==> src/rtl/scg_pkg.sv <==
package scg_pkg;

  localparam int BYTE_W = 8;
  localparam int CRC_W  = 16;
  localparam int MODE_W = 2;

  typedef logic [BYTE_W-1:0] byte_t;
  typedef logic [CRC_W-1:0]  crc_t;
  typedef logic [MODE_W-1:0] mode_t;

  // generator select codes; any other code selects ccitt
  localparam mode_t MODE_CRC12 = 2'd0;
  localparam mode_t MODE_CRC16 = 2'd1;
  localparam mode_t MODE_CCITT = 2'd2;

  localparam mode_t MODE_RESET = MODE_CCITT;

  // generator polynomials without the leading term
  localparam crc_t POLY_CRC12 = 16'h080F;
  localparam crc_t POLY_CRC16 = 16'h8005;
  localparam crc_t POLY_CCITT = 16'h1021;

  localparam crc_t MASK_CRC12 = 16'h0FFF;
  localparam crc_t MASK_CRC16 = 16'hFFFF;

endpackage

==> src/rtl/scg_if.sv <==
interface scg_msg_if;
  import scg_pkg::*;

  logic  valid;
  logic  ready;
  byte_t data_byte;
  logic  last_byte;

  modport source (output valid, output data_byte, output last_byte, input ready);
  modport sink   (input valid, input data_byte, input last_byte, output ready);
endinterface

interface scg_crc_if;
  import scg_pkg::*;

  logic valid;
  logic ready;
  crc_t crc_value;
  logic crc_final;

  modport source (output valid, output crc_value, output crc_final, input ready);
  modport sink   (input valid, input crc_value, input crc_final, output ready);
endinterface

interface scg_cfg_if;
  import scg_pkg::*;

  logic  valid;
  logic  ready;
  mode_t crc_mode;

  modport source (output valid, output crc_mode, input ready);
  modport sink   (input valid, input crc_mode, output ready);
endinterface

==> src/rtl/scg_byte_step.sv <==
module scg_byte_step (
  input  scg_pkg::mode_t crc_mode,
  input  scg_pkg::crc_t  rem_in,
  input  scg_pkg::byte_t data_byte,
  output scg_pkg::crc_t  rem_out
);
  import scg_pkg::*;

  crc_t poly;
  crc_t mask;
  logic is_crc12;

  always_comb begin
    case (crc_mode)
      MODE_CRC12: begin
        poly = POLY_CRC12;
        mask = MASK_CRC12;
      end
      MODE_CRC16: begin
        poly = POLY_CRC16;
        mask = MASK_CRC16;
      end
      default: begin
        poly = POLY_CCITT;
        mask = MASK_CRC16;
      end
    endcase
  end

  assign is_crc12 = (crc_mode == MODE_CRC12);

  // eight unrolled lfsr steps, msb of the byte first
  always_comb begin
    crc_t r;
    logic top;
    r = rem_in & mask;
    for (int i = BYTE_W - 1; i >= 0; i--) begin
      top = is_crc12 ? r[11] : r[CRC_W-1];
      r   = {r[CRC_W-2:0], 1'b0} & mask;
      if (top ^ data_byte[i]) begin
        r = r ^ poly;
      end
    end
    rem_out = r;
  end

endmodule

==> src/rtl/selectable_crc_generator_core.sv <==
// selectable crc generator: running crc-12 / crc-16 / crc-ccitt over a byte stream
//
// msg channel: one byte per beat, msb first, last_byte marks the end of a message
// crc channel: one beat per message byte carrying the remainder so far;
//   crc_final echoes last_byte, crc-12 results sit in the low 12 bits
// cfg channel: writes the 2-bit generator select, always ready; write it only
//   while no byte is in flight (codes other than 0 and 1 select ccitt)
// latency: a byte accepted at edge n shows on the crc channel after edge n+1
//   (input register, then the result register) and can leave at edge n+2
// throughput: one byte per cycle; the remainder update is a single pass of
//   eight unrolled lfsr steps between the input register and the result register
// stalls: when the crc receiver holds ready low the result register keeps its
//   beat, the input register fills, and msg ready drops until the result leaves
// reset: both registers empty, remainder zero, generator select ccitt
// after a beat with last_byte set the remainder returns to zero
module selectable_crc_generator_core (
  input logic      clk,
  input logic      rst,
  scg_msg_if.sink   msg,
  scg_crc_if.source crc,
  scg_cfg_if.sink   cfg
);
  import scg_pkg::*;

  // generator select register
  mode_t crc_mode;

  // input register
  logic  in_valid;
  byte_t in_byte;
  logic  in_last;

  // running remainder and result register
  crc_t  remainder_reg;
  crc_t  rem_next;
  logic  out_valid;
  crc_t  out_value;
  logic  out_final;

  logic  advance;

  assign cfg.ready = 1'b1;

  always_ff @(posedge clk) begin
    if (rst) begin
      crc_mode <= MODE_RESET;
    end else if (cfg.valid) begin
      crc_mode <= cfg.crc_mode;
    end
  end

  // input register moves on when the result register is free or draining
  assign advance   = in_valid && (!out_valid || crc.ready);
  assign msg.ready = !in_valid || advance;

  always_ff @(posedge clk) begin
    if (rst) begin
      in_valid <= 1'b0;
    end else if (msg.ready) begin
      in_valid <= msg.valid;
    end
  end

  always_ff @(posedge clk) begin
    if (msg.valid && msg.ready) begin
      in_byte <= msg.data_byte;
      in_last <= msg.last_byte;
    end
  end

  scg_byte_step u_step (
    .crc_mode  (crc_mode),
    .rem_in    (remainder_reg),
    .data_byte (in_byte),
    .rem_out   (rem_next)
  );

  // remainder clears after the last byte of a message
  always_ff @(posedge clk) begin
    if (rst) begin
      remainder_reg <= '0;
    end else if (advance) begin
      remainder_reg <= in_last ? '0 : rem_next;
    end
  end

  always_ff @(posedge clk) begin
    if (rst) begin
      out_valid <= 1'b0;
    end else if (advance) begin
      out_valid <= 1'b1;
    end else if (crc.ready) begin
      out_valid <= 1'b0;
    end
  end

  always_ff @(posedge clk) begin
    if (advance) begin
      out_value <= rem_next;
      out_final <= in_last;
    end
  end

  assign crc.valid     = out_valid;
  assign crc.crc_value = out_value;
  assign crc.crc_final = out_final;

  // a finished message leaves a zero remainder behind
  a_clear_after_last: assert property (@(posedge clk) disable iff (rst)
    (advance && in_last) |=> (remainder_reg == '0))
    else $error("remainder not cleared after last byte");

  // crc-12 results never set the upper four bits
  a_crc12_width: assert property (@(posedge clk) disable iff (rst)
    (advance && crc_mode == MODE_CRC12) |=> (crc.crc_value[CRC_W-1:12] == 4'd0))
    else $error("crc-12 result wider than 12 bits");

  // an accepted byte always lands in the input register
  a_no_drop: assert property (@(posedge clk) disable iff (rst)
    (msg.valid && msg.ready) |=> in_valid)
    else $error("accepted byte lost");

  // a result comes out only after a byte went through the step logic
  a_result_source: assert property (@(posedge clk) disable iff (rst)
    $rose(out_valid) |-> $past(advance))
    else $error("result without a computed byte");

endmodule
==> src/flat_wrapper.sv <==
// flat-port wrapper written by rule: the top's interface ports become plain ports
module selectable_crc_generator_core_flat import scg_pkg::*;
  (clk, rst, msg_valid, msg_data_byte, msg_last_byte, msg_ready, crc_valid, crc_crc_value, crc_crc_final, crc_ready, cfg_valid, cfg_crc_mode, cfg_ready);
  scg_msg_if msg_i ();
  scg_crc_if crc_i ();
  scg_cfg_if cfg_i ();
  input logic clk;
  input logic rst;
  input wire logic [$bits(msg_i.valid)-1:0] msg_valid;
  input wire logic [$bits(msg_i.data_byte)-1:0] msg_data_byte;
  input wire logic [$bits(msg_i.last_byte)-1:0] msg_last_byte;
  output wire logic [$bits(msg_i.ready)-1:0] msg_ready;
  output wire logic [$bits(crc_i.valid)-1:0] crc_valid;
  output wire logic [$bits(crc_i.crc_value)-1:0] crc_crc_value;
  output wire logic [$bits(crc_i.crc_final)-1:0] crc_crc_final;
  input wire logic [$bits(crc_i.ready)-1:0] crc_ready;
  input wire logic [$bits(cfg_i.valid)-1:0] cfg_valid;
  input wire logic [$bits(cfg_i.crc_mode)-1:0] cfg_crc_mode;
  output wire logic [$bits(cfg_i.ready)-1:0] cfg_ready;
  assign msg_i.valid = msg_valid;
  assign msg_i.data_byte = msg_data_byte;
  assign msg_i.last_byte = msg_last_byte;
  assign msg_ready = msg_i.ready;
  assign crc_valid = crc_i.valid;
  assign crc_crc_value = crc_i.crc_value;
  assign crc_crc_final = crc_i.crc_final;
  assign crc_i.ready = crc_ready;
  assign cfg_i.valid = cfg_valid;
  assign cfg_i.crc_mode = cfg_crc_mode;
  assign cfg_ready = cfg_i.ready;
  selectable_crc_generator_core u_core (.clk(clk), .rst(rst), .msg(msg_i), .crc(crc_i), .cfg(cfg_i));
endmodule
==> config.mk <==
export PLATFORM = sky130hd
export DESIGN_NAME = selectable_crc_generator_core_flat
export DESIGN_NICKNAME = d
export VERILOG_FILES = /design/src/rtl/scg_pkg.sv /design/src/rtl/scg_if.sv /design/src/rtl/scg_byte_step.sv /design/src/rtl/selectable_crc_generator_core.sv /design/src/flat_wrapper.sv
export SDC_FILE = /design/constraint.sdc
export NUM_CORES = 1
export LEC_CHECK = 0
export ABC_AREA = 0
export BUFFER_PORTS_ARGS = -buffer_cell sky130_fd_sc_hd__buf_2
export CORE_MARGIN = 2
export CORE_UTILIZATION = 56
export DETAILED_ROUTE_END_ITERATION = 7
export MAX_ROUTING_LAYER = met4
export PLACE_DENSITY_LB_ADDON = 0.1
export SKIP_CTS_REPAIR_TIMING = 1
export SLEW_MARGIN = 15
export SYNTH_ARGS = -nofsm -noshare
export SYNTH_HDL_FRONTEND = slang
export SYNTH_SLANG_ARGS = --single-unit
==> constraint.sdc <==
create_clock -name clk -period 5.9 [get_ports clk]
set_clock_uncertainty 0.2 [all_clocks]
set_input_delay 0.295 -clock clk [delete_from_list [all_inputs] [get_ports clk]]
set_output_delay 0.295 -clock clk [all_outputs]
set_load 0.02 [all_outputs]
; ---- Yosys cells after proc, flatten, opt, wreduce, memory -nomap -nowiden
; Index checks and enable logic that the tools add are counted.
[totals]
register_bits = 46
in_bits = 16
word_cells = 63
[op_classes]
n_eq_ne = 1
mux = 21
bitwise = 25
reduce_logical = 8
[ops]
columns = op, n
row1 = 2-to-1 mux 16 bit, 10
row2 = bitwise AND 16 bit, 9
row3 = bitwise XOR 16 bit, 8
row4 = case mux 16 bit (2 select lines), 1
row5 = 2-to-1 mux 1 bit, 10
row6 = bitwise XOR 1 bit, 8
row7 = == test 2 x 1 -> 1 bit (second input constant), 1
row8 = logical AND 1 bit, 2
row9 = zero test 1 bit, 2
row10 = zero test 2 bit, 1
row11 = logical OR 1 bit, 2
row12 = nonzero test 2 bit, 1

; ---- Depth between registers and ports, before layout
[logic_depth]
ltp_word = 28
ltp_mapped = 20
mapped_depth_nobuf = 17

; ---- Hierarchy
; Synthesis repeated with hierarchy kept, for this count alone.
[hier_totals]
hier_cells = 380
hier_area_um2 = 3534.6
[modules_own_cells]
columns = module, instances, cells_per_inst, area_per_inst_um2, seq_area_each_um2
row1 = scg_byte_step, 1, 261, 1841.8, 0.0
row2 = selectable_crc_generator_core, 1, 119, 1692.9, 1181.1

; ---- Worst setup path after synthesis
; OpenSTA, ideal clock, no wires.
[synth_timing]
path_type = register to register
startpoint = register u_core.crc_mode[0]
endpoint = register u_core.remainder_reg[4]
t_arrival_ns = 4.669
t_required_ns = 5.578
setup_slack_ns = 0.909
path_stages_with_launch = 19
n_path_buf = 2
synth_period_minus_slack_ns = 4.991
path_cell_list = dfxtp_1 > buf_4 > nor2_2 > inv_1 > clkbuf_8 > ha_1 > a32oi_2 > nand3_1 > mux2_4 > a2111o_1 > and2_4 > o211a_2 > o21a_1 > or4_4 > and3_4 > xnor3_1 > or4_4 > and4_4 > a311o_1
[synth_via]
elab_chain_cells = 28
word_cells_on_any_way = 46
cone_classes = 1 x eq/ne / 19 x mux / 25 x bitwise / 1 x reduce/logical
[synth_rtl]
columns = item, line_no
row1 = from (decl), selectable_crc_generator_core.sv:26  ; mode_t crc_mode;
row2 = from (signal assigned), selectable_crc_generator_core.sv:48  ; crc_mode <= cfg.crc_mode;
row3 = zero test 2 bit, "scg_byte_step.sv:14, scg_byte_step.sv:30"
row4 = 2-to-1 mux 16 bit, scg_byte_step.sv:14  ; case (crc_mode)
row5 = bitwise AND 16 bit, scg_byte_step.sv:36  ; r = rem_in & mask;
row6 = bitwise AND 16 bit or 2-to-1 mux 1 bit (tied branches), "scg_byte_step.sv:39, scg_byte_step.sv:38"
row7 = bitwise XOR 16 bit or bitwise XOR 1 bit (tied branches), "scg_byte_step.sv:41, scg_byte_step.sv:40"
row8 = 2-to-1 mux 16 bit, scg_byte_step.sv:40  ; if (top ^ data_byte[i]) begin
row9 = bitwise AND 16 bit or 2-to-1 mux 1 bit (tied branches), "scg_byte_step.sv:39, scg_byte_step.sv:38"
row10 = bitwise XOR 16 bit or bitwise XOR 1 bit (tied branches), "scg_byte_step.sv:41, scg_byte_step.sv:40"
row11 = [... 12 more ...], n/a
row12 = 2-to-1 mux 16 bit, scg_byte_step.sv:40
row13 = bitwise AND 16 bit or 2-to-1 mux 1 bit (tied branches), "scg_byte_step.sv:39, scg_byte_step.sv:38"
row14 = bitwise XOR 16 bit or bitwise XOR 1 bit (tied branches), "scg_byte_step.sv:41, scg_byte_step.sv:40"
row15 = 2-to-1 mux 16 bit, scg_byte_step.sv:40
row16 = bitwise AND 16 bit or 2-to-1 mux 1 bit (tied branches), "scg_byte_step.sv:39, scg_byte_step.sv:38"
row17 = bitwise XOR 16 bit or bitwise XOR 1 bit (tied branches), "scg_byte_step.sv:41, scg_byte_step.sv:40"
row18 = 2-to-1 mux 16 bit (*), scg_byte_step.sv:40
row19 = 2-to-1 mux 16 bit (*), selectable_crc_generator_core.sv:83  ; remainder_reg <= in_last ? '0 : rem_next;
row20 = to (signal assigned), selectable_crc_generator_core.sv:83
row21 = to (decl), selectable_crc_generator_core.sv:34  ; crc_t remainder_reg;
; Every way passes the cells marked *; elsewhere a longest branch is shown, timed or not.
; A chain may end at the register's enable or synchronous reset.

; ---- Worst setup path after layout
; Ends and elaborated chain as after synthesis.

==> results_dict.tcl <==
set metrics [dict create \
    timing.hold.worst_path_depth 3 \
    busiest_layer "met2" \
    synth_area_um2 3426 \
    ys_seq_area_frac 0.3448 \
    yosys_warnings 0 \
    cp.required_ns 5.89 \
    grt_antenna_before_repair 0 \
    period_share 0.8389 \
    status "finished clean" \
    synth_nets 391 \
    total_leakage_power_uw 0.001443 \
    dpl.hpwl_um 5971 \
    hp-start "msg_valid" \
    crit_type "reg -> reg" \
    maxCapViolCount 0 \
    worstSetupStartpoint "u_core.crc_mode[0]$_SDFFE_PP0P_" \
    ios 36 \
    die_w_um 82.22 \
    rows 28 \
    grt_use_met1 0.3468 \
    ant_nets 0 \
    dieArea_um2 6759 \
    cts_tree "built" \
    slew_headroom 0.4128 \
    yosys_register_bits 46 \
    n_fill_cell 498 \
    syn_inst 369 \
    cts_max_level 2 \
    cts_sinks 46 \
    synth_ff_type "edfxtp_1" \
    layout_common_cells "nor2_1, nand2_1, buf_2" \
    max_freq_mhz 202.1 \
    use_met3 0.04674 \
    diodes 0 \
    reg2reg_to "u_core.remainder_reg[4]$_SDFFE_PP0P_" \
    start_util 0.5786 \
    cts.path.max_buffers 2 \
    final_max_slew_viol_count 0 \
    synth_area_per_cell_um2 9.284 \
    synthDistinctLibCells 77 \
    syn_to_final_growth_pct 9.460 \
    rsz0062_at_grt "no" \
    synth_top_cell_area_share 0.2279 \
    nNetsFinal 426 \
    cts_buffers 5 \
    min_path_type "in -> reg" \
    drcViolationCount 0 \
    power.density_nw_per_um2 252.0 \
    clock_latency_ns 0.30 \
    drt_wl_total_um 8200 \
    grtUsageTotal 0.2590 \
    dp_cells 463 \
    path_clk_slew_ns 0.09 \
    io_buffers 34 \
    grt_max_degree 28 \
    fin_tns_setup_ns 0 \
    chipHeight_um 82.22 \
    grt_pass1_wl_um 12780 \
    route.vias.total 2914 \
    area.sequential_um2 1181 \
    core-area_um2 5921 \
    critPathCaptureType "flip-flop" \
    post-route-min-period_ns 4.949 \
    synth-edff-count 26 \
    async_reset_ff_frac 0 \
    switchingPower_uw 332.5 \
    cp.arrival_ns 4.94 \
    swShare 0.3519 \
    drive_gt1_frac 0.1852 \
    synthTopCellsByArea "edfxtp_1, dfxtp_1, xnor2_1, nor2_1, nand2_1" \
    intPower_uw 612.4 \
    grt_pass1_vias 2592 \
    multi_input_area_um2 2039 \
    pwr-share-comb 0.379 \
    path_max_fanout 17 \
    reg2regPathDepth 18 \
    final_cells 480 \
    setup_viol 0 \
    vias_per_cell 6.071 \
    setup.worst_path.end "u_core.remainder_reg[4]$_SDFFE_PP0P_" \
    final_common_cell "nor2_1" \
    gp_congestion 0.8924 \
    start_kind "flip-flop" \
    reg2reg_slack_ns 0.95 \
    synth_top_cell_by_area "edfxtp_1" \
    pwr-share-seq 0.420 \
    met2_usage 0.3887 \
    r2r-start "u_core.crc_mode[0]$_SDFFE_PP0P_" \
    dr.first_iter.drc_count 227 \
    wl_per_cell_um 17.08 \
    final.setup.worst_slack_ns 0.9508 \
    worst_slew_pin_slew_ns 0.8741 \
    post-place-ws_ns 0.9767 \
    final_hold_viol_count 0 \
    gr-total-overflow 0 \
    drt-pass1-iter-count 5 \
    p_clk_frac 0.201 \
    ir_drop_uv 218.9 \
    root_buffer "clkbuf_8" \
]
## cells in the mapped netlist (4+ instances only)
master    instances
o21a_1            4
edfxtp_1         26
inv_1             8
o21ai_0           9
nand2_1          43
clkbuf_1          6
xnor3_1           5
and3_1            4
o211ai_1          7
xor2_1           14
nand2b_1          4
dfxtp_1          20
o22ai_1           4
a21oi_1          11
a22oi_1           8
nand3_1          11
ha_1              6
a211oi_1          5
xnor2_1          25
mux2i_1           8
a31oi_1           4
nor3_1            9
buf_6             7
nor2_1           44
## cell families after synthesis
| group | after synthesis | synth area share |
|---|---|---|
| muxes | 10 | 0.03104 |
| buffers and inverters | 31 | 0.05990 |
| xor gates and xnor gates | 45 | 0.1373 |
| other | 1 | 0.001095 |
| adders and majority gates | 6 | 0.02191 |
| AOI/OAI and AO/OA | 83 | 0.1892 |
| DFF | 46 | 0.3448 |
| and+or+nand+nor | 147 | 0.2148 |
## metrics by stage
stage / util / area (um2) / total power [uW] / hold slack [ns]
finish: 0.6333 / 3750 / 944.9 / 0.01160
global placement: 0.6038 / 3575 / 748.5 / 0.2529
floorplan: - / 3426 / 673.9 / 0.1641
global route: 0.6333 / 3750 / 994.0 / 0.02467
CTS: 0.6181 / 3660 / 936.7 / -0.03766
detailed placement: 0.6038 / 3575 / 751.7 / 0.2621
## final cells by class
type                       instances  area share
timing repair buffer              51     0.08542
sequential                        46      0.3150
tap                               75     0.02503
inverter                           8    0.008008
multi-input combinational        292      0.5439
clock inverter                     2    0.003337
clock buffer                       6     0.01935
## how the worst min path moves through the flow
stage                                                end  slack, ns
floorplan           u_core.remainder_reg[1]$_SDFFE_PP0P_       0.16
global placement    u_core.remainder_reg[1]$_SDFFE_PP0P_       0.25
detailed placement  u_core.remainder_reg[1]$_SDFFE_PP0P_       0.26
CTS                             u_core.in_last$_DFFE_PP_      -0.04
global route                u_core.in_valid$_SDFFE_PP0N_       0.02
finish                      u_core.in_valid$_SDFFE_PP0N_       0.01
## critical path: stages (launching register included)
cell and delay (ns):
dfxtp_1 0.33, nor2_2 0.30, inv_1 0.11, buf_4 0.22
ha_1 0.30, nor2_1 0.04, a21oi_1 0.12, o21ai_0 0.09
mux2_4 0.31, a2111o_1 0.28, and2_4 0.17, o211a_2 0.16
o21a_1 0.19, or4_4 0.49, and3_4 0.21, xnor3_1 0.37
or4_4 0.45, and4_4 0.20, a311o_1 0.30
## routing by layer
layer  routed length (um)  vias up
li1                     -     1415
met1                 3640     1354
met2                 3808      119
met3                  521       26
met4                  230        0
met5                    0        -
## power by group through the flow
stage               clock network (uW)  logic, uW  registers [uW]
finish                             190        358             397
global route                       205        389             400
CTS                                190        351             396
detailed placement                   0        348             403
global placement                     0        346             403
floorplan                            0        263             411
No activity file was read; power rests on OpenSTA's default activity.
